===== src/rrqs_pkg.sv =====
// Shared constants, types and helpers for the round-robin quantum scheduler.
`default_nettype none
package rrqs_pkg;

    localparam int MAX_TASKS  = 16;
    localparam int TIME_W     = 16;
    localparam int TIDX_W     = $clog2(MAX_TASKS);
    localparam int LOAD_W     = $clog2(MAX_TASKS + 1);
    localparam int BURST_W    = 6;
    localparam int CODE_W     = 4;
    localparam int EVENT_W    = 3;
    localparam int SLICE_W    = 4;

    localparam logic [SLICE_W-1:0] SLICE_RESET = 4'd3;

    localparam logic [EVENT_W-1:0] EV_LOADED      = 3'd0;
    localparam logic [EVENT_W-1:0] EV_FULL        = 3'd1;
    localparam logic [EVENT_W-1:0] EV_RAN         = 3'd2;
    localparam logic [EVENT_W-1:0] EV_SLICE_END   = 3'd3;
    localparam logic [EVENT_W-1:0] EV_FINISHED    = 3'd4;
    localparam logic [EVENT_W-1:0] EV_INTERRUPTED = 3'd5;
    localparam logic [EVENT_W-1:0] EV_IDLE        = 3'd6;

    localparam logic CMD_LOAD = 1'b0;
    localparam logic CMD_TICK = 1'b1;

    typedef struct packed {
        logic [BURST_W-1:0] remaining;
        logic [BURST_W-1:0] elapsed;
        logic [BURST_W-1:0] ipoint;
        logic [CODE_W-1:0]  code;
    } entry_t;

    typedef struct packed {
        logic cap_in;
        logic do_load;
        logic scan_start;
        logic scan_step;
        logic scan_take;
        logic do_run;
        logic set_idle;
        logic out_load;
    } ctrl_cmd_t;

    typedef struct packed {
        logic is_tick;
        logic cur_alive;
        logic scan_hit;
        logic scan_last;
        logic out_free;
    } dp_status_t;

    function automatic logic [TIDX_W-1:0] next_idx(input logic [TIDX_W-1:0] idx);
        logic [TIDX_W-1:0] res;
        if (idx == TIDX_W'(MAX_TASKS - 1))
            res = '0;
        else
            res = idx + 1'b1;
        return res;
    endfunction

endpackage
`default_nettype wire


===== src/rrqs_ctrl.sv =====
// Sequencing state machine of the scheduler.
`default_nettype none
module rrqs_ctrl (
    input  wire                  clk,
    input  wire                  rst_n,
    input  wire                  in_valid,
    output logic                 in_ready,
    input  wire  rrqs_pkg::dp_status_t status,
    output rrqs_pkg::ctrl_cmd_t  cmd
);
    import rrqs_pkg::*;

    localparam logic [2:0] S_IDLE   = 3'd0;
    localparam logic [2:0] S_DECIDE = 3'd1;
    localparam logic [2:0] S_SCAN   = 3'd2;
    localparam logic [2:0] S_RUN    = 3'd3;
    localparam logic [2:0] S_DONE   = 3'd4;

    logic [2:0] state_reg;
    logic [2:0] state_next;

    assign in_ready = (state_reg == S_IDLE);

    always_comb
    begin
        state_next = state_reg;
        cmd        = '0;
        case (state_reg)
            S_IDLE:
            begin
                if (in_valid)
                begin
                    cmd.cap_in = 1'b1;
                    state_next = S_DECIDE;
                end
            end
            S_DECIDE:
            begin
                if (!status.is_tick)
                begin
                    cmd.do_load = 1'b1;
                    state_next  = S_DONE;
                end
                else if (status.cur_alive)
                    state_next = S_RUN;
                else
                begin
                    cmd.scan_start = 1'b1;
                    state_next     = S_SCAN;
                end
            end
            S_SCAN:
            begin
                if (status.scan_hit)
                begin
                    cmd.scan_take = 1'b1;
                    state_next    = S_RUN;
                end
                else if (status.scan_last)
                begin
                    cmd.set_idle = 1'b1;
                    state_next   = S_DONE;
                end
                else
                    cmd.scan_step = 1'b1;
            end
            S_RUN:
            begin
                cmd.do_run = 1'b1;
                state_next = S_DONE;
            end
            S_DONE:
            begin
                // hold the result until the output register is free
                if (status.out_free)
                begin
                    cmd.out_load = 1'b1;
                    state_next   = S_IDLE;
                end
            end
            default:
                state_next = S_IDLE;
        endcase
    end

    always_ff @(posedge clk or negedge rst_n)
    begin
        if (!rst_n)
            state_reg <= S_IDLE;
        else
            state_reg <= state_next;
    end

endmodule
`default_nettype wire


===== src/rrqs_dpath.sv =====
// Task table, counters, scan pointer and output register of the scheduler.
`default_nettype none
module rrqs_dpath (
    input  wire                              clk,
    input  wire                              rst_n,
    input  wire                              cfg_valid,
    input  wire  [rrqs_pkg::SLICE_W-1:0]     slice_length,
    input  wire                              command,
    input  wire  [rrqs_pkg::BURST_W-1:0]     burst_cycles,
    input  wire  [rrqs_pkg::BURST_W-1:0]     interrupt_point,
    input  wire  [rrqs_pkg::CODE_W-1:0]      interrupt_code,
    output logic                             out_valid,
    input  wire                              out_ready,
    output logic [rrqs_pkg::TIDX_W-1:0]      task_number,
    output logic [rrqs_pkg::EVENT_W-1:0]     event_res,
    output logic [rrqs_pkg::CODE_W-1:0]      reported_code,
    output logic [rrqs_pkg::TIME_W-1:0]      total_time,
    input  wire  rrqs_pkg::ctrl_cmd_t        cmd,
    output rrqs_pkg::dp_status_t             status
);
    import rrqs_pkg::*;

    // captured input item
    logic               cmd_reg;
    logic [BURST_W-1:0] burst_reg;
    logic [BURST_W-1:0] ipoint_reg;
    logic [CODE_W-1:0]  icode_reg;

    entry_t             table_reg [MAX_TASKS];
    logic [MAX_TASKS-1:0] alive_reg;
    logic [LOAD_W-1:0]  loaded_reg;
    logic [TIDX_W-1:0]  cur_reg;
    logic [SLICE_W-1:0] slice_used_reg;
    logic [TIME_W-1:0]  time_reg;
    logic [SLICE_W-1:0] slice_len_reg;
    logic [TIDX_W-1:0]  scan_idx_reg;
    logic [TIDX_W-1:0]  scan_cnt_reg;

    // pending result
    logic [TIDX_W-1:0]  res_task_reg;
    logic [EVENT_W-1:0] res_event_reg;
    logic [CODE_W-1:0]  res_code_reg;

    logic               out_valid_reg;
    logic [TIDX_W-1:0]  out_task_reg;
    logic [EVENT_W-1:0] out_event_reg;
    logic [CODE_W-1:0]  out_code_reg;
    logic [TIME_W-1:0]  out_time_reg;

    // run step
    entry_t             cur_entry;
    logic [BURST_W-1:0] rem_new;
    logic [BURST_W-1:0] el_new;
    logic [SLICE_W:0]   slice_new;
    logic [SLICE_W:0]   limit;
    logic               hit_int;
    logic               hit_fin;
    logic               hit_slice;
    logic               table_full;
    logic [TIDX_W-1:0]  load_idx;

    assign cur_entry  = table_reg[cur_reg];
    assign rem_new    = cur_entry.remaining - 1'b1;
    assign el_new     = cur_entry.elapsed + 1'b1;
    assign slice_new  = {1'b0, slice_used_reg} + 1'b1;
    assign limit      = (slice_len_reg == '0) ? (SLICE_W+1)'(1) : {1'b0, slice_len_reg};
    assign hit_int    = (cur_entry.ipoint != '0) && (el_new == cur_entry.ipoint);
    assign hit_fin    = (rem_new == '0);
    assign hit_slice  = (slice_new >= limit);
    assign table_full = (loaded_reg == LOAD_W'(MAX_TASKS));
    assign load_idx   = loaded_reg[TIDX_W-1:0];

    always_comb
    begin
        status.is_tick   = (cmd_reg == CMD_TICK);
        status.cur_alive = alive_reg[cur_reg];
        status.scan_hit  = alive_reg[scan_idx_reg];
        status.scan_last = (scan_cnt_reg == TIDX_W'(MAX_TASKS - 1));
        status.out_free  = !out_valid_reg || out_ready;
    end

    // table payload, no reset
    always_ff @(posedge clk)
    begin
        if (cmd.do_load && !table_full)
        begin
            table_reg[load_idx].remaining <= burst_reg;
            table_reg[load_idx].elapsed   <= '0;
            table_reg[load_idx].ipoint    <= ipoint_reg;
            table_reg[load_idx].code      <= icode_reg;
        end
        else if (cmd.do_run)
        begin
            table_reg[cur_reg].remaining <= rem_new;
            table_reg[cur_reg].elapsed   <= el_new;
        end
    end

    always_ff @(posedge clk)
    begin
        if (cmd.cap_in)
        begin
            cmd_reg    <= command;
            burst_reg  <= burst_cycles;
            ipoint_reg <= interrupt_point;
            icode_reg  <= interrupt_code;
        end
        if (cmd.scan_start)
        begin
            scan_idx_reg <= next_idx(cur_reg);
            scan_cnt_reg <= TIDX_W'(1);
        end
        else if (cmd.scan_step)
        begin
            scan_idx_reg <= next_idx(scan_idx_reg);
            scan_cnt_reg <= scan_cnt_reg + 1'b1;
        end
        if (cmd.do_load)
        begin
            res_task_reg  <= table_full ? '0 : load_idx;
            res_event_reg <= table_full ? EV_FULL : EV_LOADED;
            res_code_reg  <= '0;
        end
        else if (cmd.set_idle)
        begin
            res_task_reg  <= '0;
            res_event_reg <= EV_IDLE;
            res_code_reg  <= '0;
        end
        else if (cmd.do_run)
        begin
            res_task_reg <= cur_reg;
            res_code_reg <= hit_int ? cur_entry.code : '0;
            if (hit_int)
                res_event_reg <= EV_INTERRUPTED;
            else if (hit_fin)
                res_event_reg <= EV_FINISHED;
            else if (hit_slice)
                res_event_reg <= EV_SLICE_END;
            else
                res_event_reg <= EV_RAN;
        end
        if (cmd.out_load)
        begin
            out_task_reg  <= res_task_reg;
            out_event_reg <= res_event_reg;
            out_code_reg  <= res_code_reg;
            out_time_reg  <= time_reg;
        end
    end

    always_ff @(posedge clk or negedge rst_n)
    begin
        if (!rst_n)
        begin
            alive_reg      <= '0;
            loaded_reg     <= '0;
            cur_reg        <= '0;
            slice_used_reg <= '0;
            time_reg       <= '0;
            slice_len_reg  <= SLICE_RESET;
            out_valid_reg  <= 1'b0;
        end
        else
        begin
            if (cfg_valid)
                slice_len_reg <= slice_length;
            if (cmd.do_load && !table_full)
            begin
                alive_reg[load_idx] <= (burst_reg != '0);
                loaded_reg          <= loaded_reg + 1'b1;
            end
            if (cmd.scan_take)
            begin
                cur_reg        <= scan_idx_reg;
                slice_used_reg <= '0;
            end
            else if (cmd.do_run)
            begin
                if (time_reg != '1)
                    time_reg <= time_reg + 1'b1;
                if (hit_int || hit_fin)
                    alive_reg[cur_reg] <= 1'b0;
                if (hit_int || hit_fin || hit_slice)
                begin
                    cur_reg        <= next_idx(cur_reg);
                    slice_used_reg <= '0;
                end
                else
                    slice_used_reg <= slice_new[SLICE_W-1:0];
            end
            if (cmd.out_load)
                out_valid_reg <= 1'b1;
            else if (out_ready)
                out_valid_reg <= 1'b0;
        end
    end

    assign out_valid     = out_valid_reg;
    assign task_number   = out_task_reg;
    assign event_res     = out_event_reg;
    assign reported_code = out_code_reg;
    assign total_time    = out_time_reg;

endmodule
`default_nettype wire


===== src/round_robin_quantum_scheduler.sv =====
// Top level of the round-robin quantum scheduler: controller plus datapath.
//
// Input channel (in_valid/in_ready): command 0 loads a task (burst_cycles,
// interrupt_point, interrupt_code) into the next table slot, command 1 runs
// one tick. Every accepted item gives exactly one result on the output
// channel (out_valid/out_ready): task_number, event_res, reported_code and
// the saturating total_time after the item.
// Config channel (cfg_valid/cfg_ready): writes slice_length; always ready,
// write only while the block is idle.
// A load passes through the decide and done states. A tick whose current
// task is live passes through decide, run and done; otherwise it first
// searches the table for a live task (one entry per cycle).
// One item is in work at a time; in_ready returns as the result moves to
// the output register, so a new item is not taken until the last one is
// through. A finished result waits in the output register while the
// next item is accepted; a second result waits until out_ready frees it.
// Reset clears the live bits, counters, the turn pointer and the output
// valid, and returns slice_length to 3; task entries need no clearing.
`default_nettype none
module round_robin_quantum_scheduler (
    input  wire                              clk,
    input  wire                              rst_n,
    input  wire                              cfg_valid,
    output logic                             cfg_ready,
    input  wire  [rrqs_pkg::SLICE_W-1:0]     slice_length,
    input  wire                              in_valid,
    output logic                             in_ready,
    input  wire                              command,
    input  wire  [rrqs_pkg::BURST_W-1:0]     burst_cycles,
    input  wire  [rrqs_pkg::BURST_W-1:0]     interrupt_point,
    input  wire  [rrqs_pkg::CODE_W-1:0]      interrupt_code,
    output logic                             out_valid,
    input  wire                              out_ready,
    output logic [rrqs_pkg::TIDX_W-1:0]      task_number,
    output logic [rrqs_pkg::EVENT_W-1:0]     event_res,
    output logic [rrqs_pkg::CODE_W-1:0]      reported_code,
    output logic [rrqs_pkg::TIME_W-1:0]      total_time
);
    import rrqs_pkg::*;

    ctrl_cmd_t  cmd;
    dp_status_t status;

    assign cfg_ready = 1'b1;

    rrqs_ctrl u_ctrl (
        .clk      (clk),
        .rst_n    (rst_n),
        .in_valid (in_valid),
        .in_ready (in_ready),
        .status   (status),
        .cmd      (cmd)
    );

    rrqs_dpath u_dpath (
        .clk             (clk),
        .rst_n           (rst_n),
        .cfg_valid       (cfg_valid),
        .slice_length    (slice_length),
        .command         (command),
        .burst_cycles    (burst_cycles),
        .interrupt_point (interrupt_point),
        .interrupt_code  (interrupt_code),
        .out_valid       (out_valid),
        .out_ready       (out_ready),
        .task_number     (task_number),
        .event_res       (event_res),
        .reported_code   (reported_code),
        .total_time      (total_time),
        .cmd             (cmd),
        .status          (status)
    );

endmodule
`default_nettype wire

===== config.mk =====
export PLATFORM = sky130hd
export DESIGN_NAME = round_robin_quantum_scheduler
export DESIGN_NICKNAME = d
export VERILOG_FILES = /design/src/rrqs_pkg.sv /design/src/rrqs_ctrl.sv /design/src/rrqs_dpath.sv /design/src/round_robin_quantum_scheduler.sv
export SDC_FILE = /design/constraint.sdc
export NUM_CORES = 1
export LEC_CHECK = 0
export BUFFER_PORTS_ARGS = -buffer_cell sky130_fd_sc_hd__buf_4
export CAP_MARGIN = 20
export CORE_MARGIN = 2
export CORE_UTILIZATION = 50
export DETAILED_ROUTE_END_ITERATION = 12
export HOLD_SLACK_MARGIN = 0.03
export PLACE_DENSITY_LB_ADDON = 0.15
export SYNTH_ARGS = -nofsm -noshare
export SYNTH_HDL_FRONTEND = slang
export SYNTH_HIERARCHICAL = 1
export SYNTH_SLANG_ARGS = --single-unit

===== constraint.sdc =====
create_clock -name clk -period 11.73 [get_ports clk]
set_input_delay 1.173 -clock clk [delete_from_list [all_inputs] [get_ports clk]]
set_output_delay 1.173 -clock clk [all_outputs]
set_load 0.1 [all_outputs]

==> qor.txt <==
Post-DP HPWL = 25.30 mm
Top delay family on crit path = compound AO/OA/AOI/OAI gates
Clock Path Buffers = 3
Synth warn = 6
Maxcap violations = 0
DR iter-0 viols = 1028
Post-Syn Nets = 1164
Core ar. = 0.03856 mm²
Mapped Cells = 1119
Peak VDD IR = 142.7 µV
Drt pass-1 iters = 7
DP Worst Slack = 6.697 ns
Routed via count = 10380
Worst path max stage delay = 0.73 ns
Layout area overhead = 13.16%
Peak Freq = 200.1 MHz
Post-Syn Area per Cell = 17.43 µm²
Crit. End Element = flip-flop
Total CTS buffers = 48
Port Buffers = 54
Worst-path clk slew = 0.06 ns
Wire length per cell = 24.50 µm
Final wirelength = 43.33 mm
Die Y-Extent = 201.5 µm
CTS tree = done
Overall Global Routing Usage = 21.78%
Pin count of the biggest net entering global routing = 54
Share of cells above drive strength 1 = 24.14%
Main synth FF type = edfxtp_1
Max-slew violations = 0
Fin Clk Skew = 0.01687 ns
Worst EP arrival = 5.46 ns
Pwr dens = 242.4 mW/mm²
Number of global-route vias before repair = 10590
Yosys cell types = 70
Status = finished, final reports clean
Critical path class = reg -> reg
Clk_lat worst skew = 0.58 ns
Hold_buf cts = 0
Initial antenna violation count = 0
H-tree depth = 2
Commonest non-fill, non-tap cells in the layout = 407 x edfxtp_1, 100 x mux4_2, 98 x buf_4, 76 x nand2_1, 64 x nor2_1
Via density = 5.869
Crit-path max FO = 42
Final setup fails = 0
Finished Cell Area = 0.02207 mm²
Clock root cell = clkbuf_16
Setup TNS = 0 ns
Placed Area = 0.02059 mm²
Slew @ Worst Pin = 1.083 ns
PostCTS Resize Cnt = 0
Final Net Count = 1261
Final core occ = 57.23%
Seq cells post-synth = 468
I/O Pins = 56
FP Rows = 72
Most frequent cell on the critical path = nand3_1
Die width = 201.5 µm
Clock sink total = 468
Final worst slack = 6.732 ns
Seq/Total Area, Yosys = 70.31%
RSZ-0062 raised after global routing = no
EDFF count, synth = 407
CP Cell Sequence = buf_4 -> mux4_2 -> a22oi_1 -> nand2_2 -> ha_1 -> and4b_1 -> nor4_1 -> nand3_1 -> xor2_1 -> nand3_1 -> o31ai_4 -> o211ai_2 -> a222oi_1
Routability Congestion = 0.8227
Pleak = 7.787 nW
Crit path max-delay cell type = buf_4
Async SR Flop Fraction = 11.32%
Final hold vios = 0
Max reg flops = 352
Remaining global-route overflow = 0
Synth Cell Area = 0.01950 mm²
Diode count = 0
Crit path time final = 4.998 ns
DRC = 0
CP bufs+invs = 1
Postcts setup bufs = 0
Die Area = 0.04060 mm²
Fin crit share = 42.61%
Hold WC Path Type = reg -> reg
Commonest non-fill, non-tap cell in the layout = edfxtp_1
Data required time of the critical path = 12.19 ns
First-pass GRT wire length = 65.41 mm
Starting Density = 50.58%
Antenna-violating nets left = 0
CP Launch Type = flip-flop
Worst slew margin = 27.72%
-- cells by family after synthesis --
group	Yosys count	share of synthesized area (%)
other	1	0.01923
AO/OA/AOI/OAI	115	4.036
flip-flops	468	70.31
adder cells (fa/ha/maj)	19	1.219
buffers and inverters	76	2.188
XOR/XNOR	36	1.687
AND/OR/NAND/NOR	269	6.750
multiplexers	135	13.79
-- synthesized netlist by cell type (4+ instances only) --
master,number,share of area (%)
nand2b_1,17,0.55
dfxtp_1,8,0.82
and3_1,6,0.19
mux2i_1,25,1.3
ha_1,19,1.2
buf_4,5,0.19
xor2_1,13,0.58
nand4_1,7,0.22
nand3_1,16,0.41
mux4_2,100,12
o211ai_1,6,0.23
mux2_2,5,0.29
a22oi_1,17,0.65
a31oi_1,10,0.32
nor4_1,4,0.13
nand2_1,76,1.5
and2_1,22,0.71
o21ai_0,26,0.67
inv_1,21,0.40
nor2_1,70,1.3
buf_2,17,0.44
buf_6,6,0.35
nor3_1,18,0.46
clkbuf_1,17,0.33
nor2b_1,15,0.48
a22o_1,4,0.18
mux4_1,5,0.67
edfxtp_1,407,63
a21oi_1,27,0.69
buf_1,4,0.077
xnor2_1,22,0.99
dfrtp_1,51,6.5
-- power breakdown --
part | switching [mW] | internal (mW) | total (mW)
Combinational | 1.01 | 0.681 | 1.69
Clock | 0.609 | 0.815 | 1.42
Sequential | 0.158 | 2.07 | 2.23
Total | 1.78 | 3.57 | 5.35
-- metal layers --
metal	track usage, %	vias to the layer above	share of wire, %
met5	0	-	0
met4	6.119	0	2.1
met3	4.211	66	6.6
met2	35.50	319	49
met1	30.29	5419	43
li1	-	4578	-
-- through the flow --
stage | hold WS (ns) | power, mW | instances
after floorplan | 0.4003 | 3.544 | 1119
after global placement | 0.4019 | 3.936 | 1682
after detailed placement | 0.4063 | 3.960 | 1683
after CTS | 0.4207 | 5.394 | 1768
after global routing | 0.4277 | 5.618 | 1769
final | 0.4199 | 5.348 | 1769
-- final cells by class --
cell class / instances / area (µm²)
clock buffer: 61 / 1281
clock inverter: 24 / 176.4
fill: 2968 / 16490
inverter: 23 / 87.58
multi-input combinational: 575 / 5399
sequential: 468 / 13720
tap: 518 / 648.1
timing repair buffer: 100 / 755.7
-- path summary, 6_finish.rpt --
check	endpoint	cells past startpoint	slack, ns	startpoint
max	u_dpath/cur_reg[0]	13	6.73	u_dpath/cur_reg[0]
min	u_dpath/event_res[2]	0	0.42	u_dpath/res_event_reg[2]
max reg2reg	u_dpath/cur_reg[0]	13	6.73	u_dpath/cur_reg[0]
min reg2reg	u_dpath/event_res[2]	0	0.42	u_dpath/res_event_reg[2]
max in group asynchronous	u_dpath/cur_reg[1]	1	10.53	rst_n
min in group asynchronous	u_dpath/time_reg[6]	1	0.64	rst_n
-- worst reg2reg max path: cells and delay by family, from the launching register on --
family | cells | cell delay (ns)
mux | 1 | 0.63
flops | 1 | 0.67
simple gates | 5 | 1.02
compound gates | 4 | 1.34
xor+xnor | 1 | 0.15
fa+ha+maj | 1 | 0.34
buf+inv | 1 | 0.73
Power figures use the tool's default switching activity.
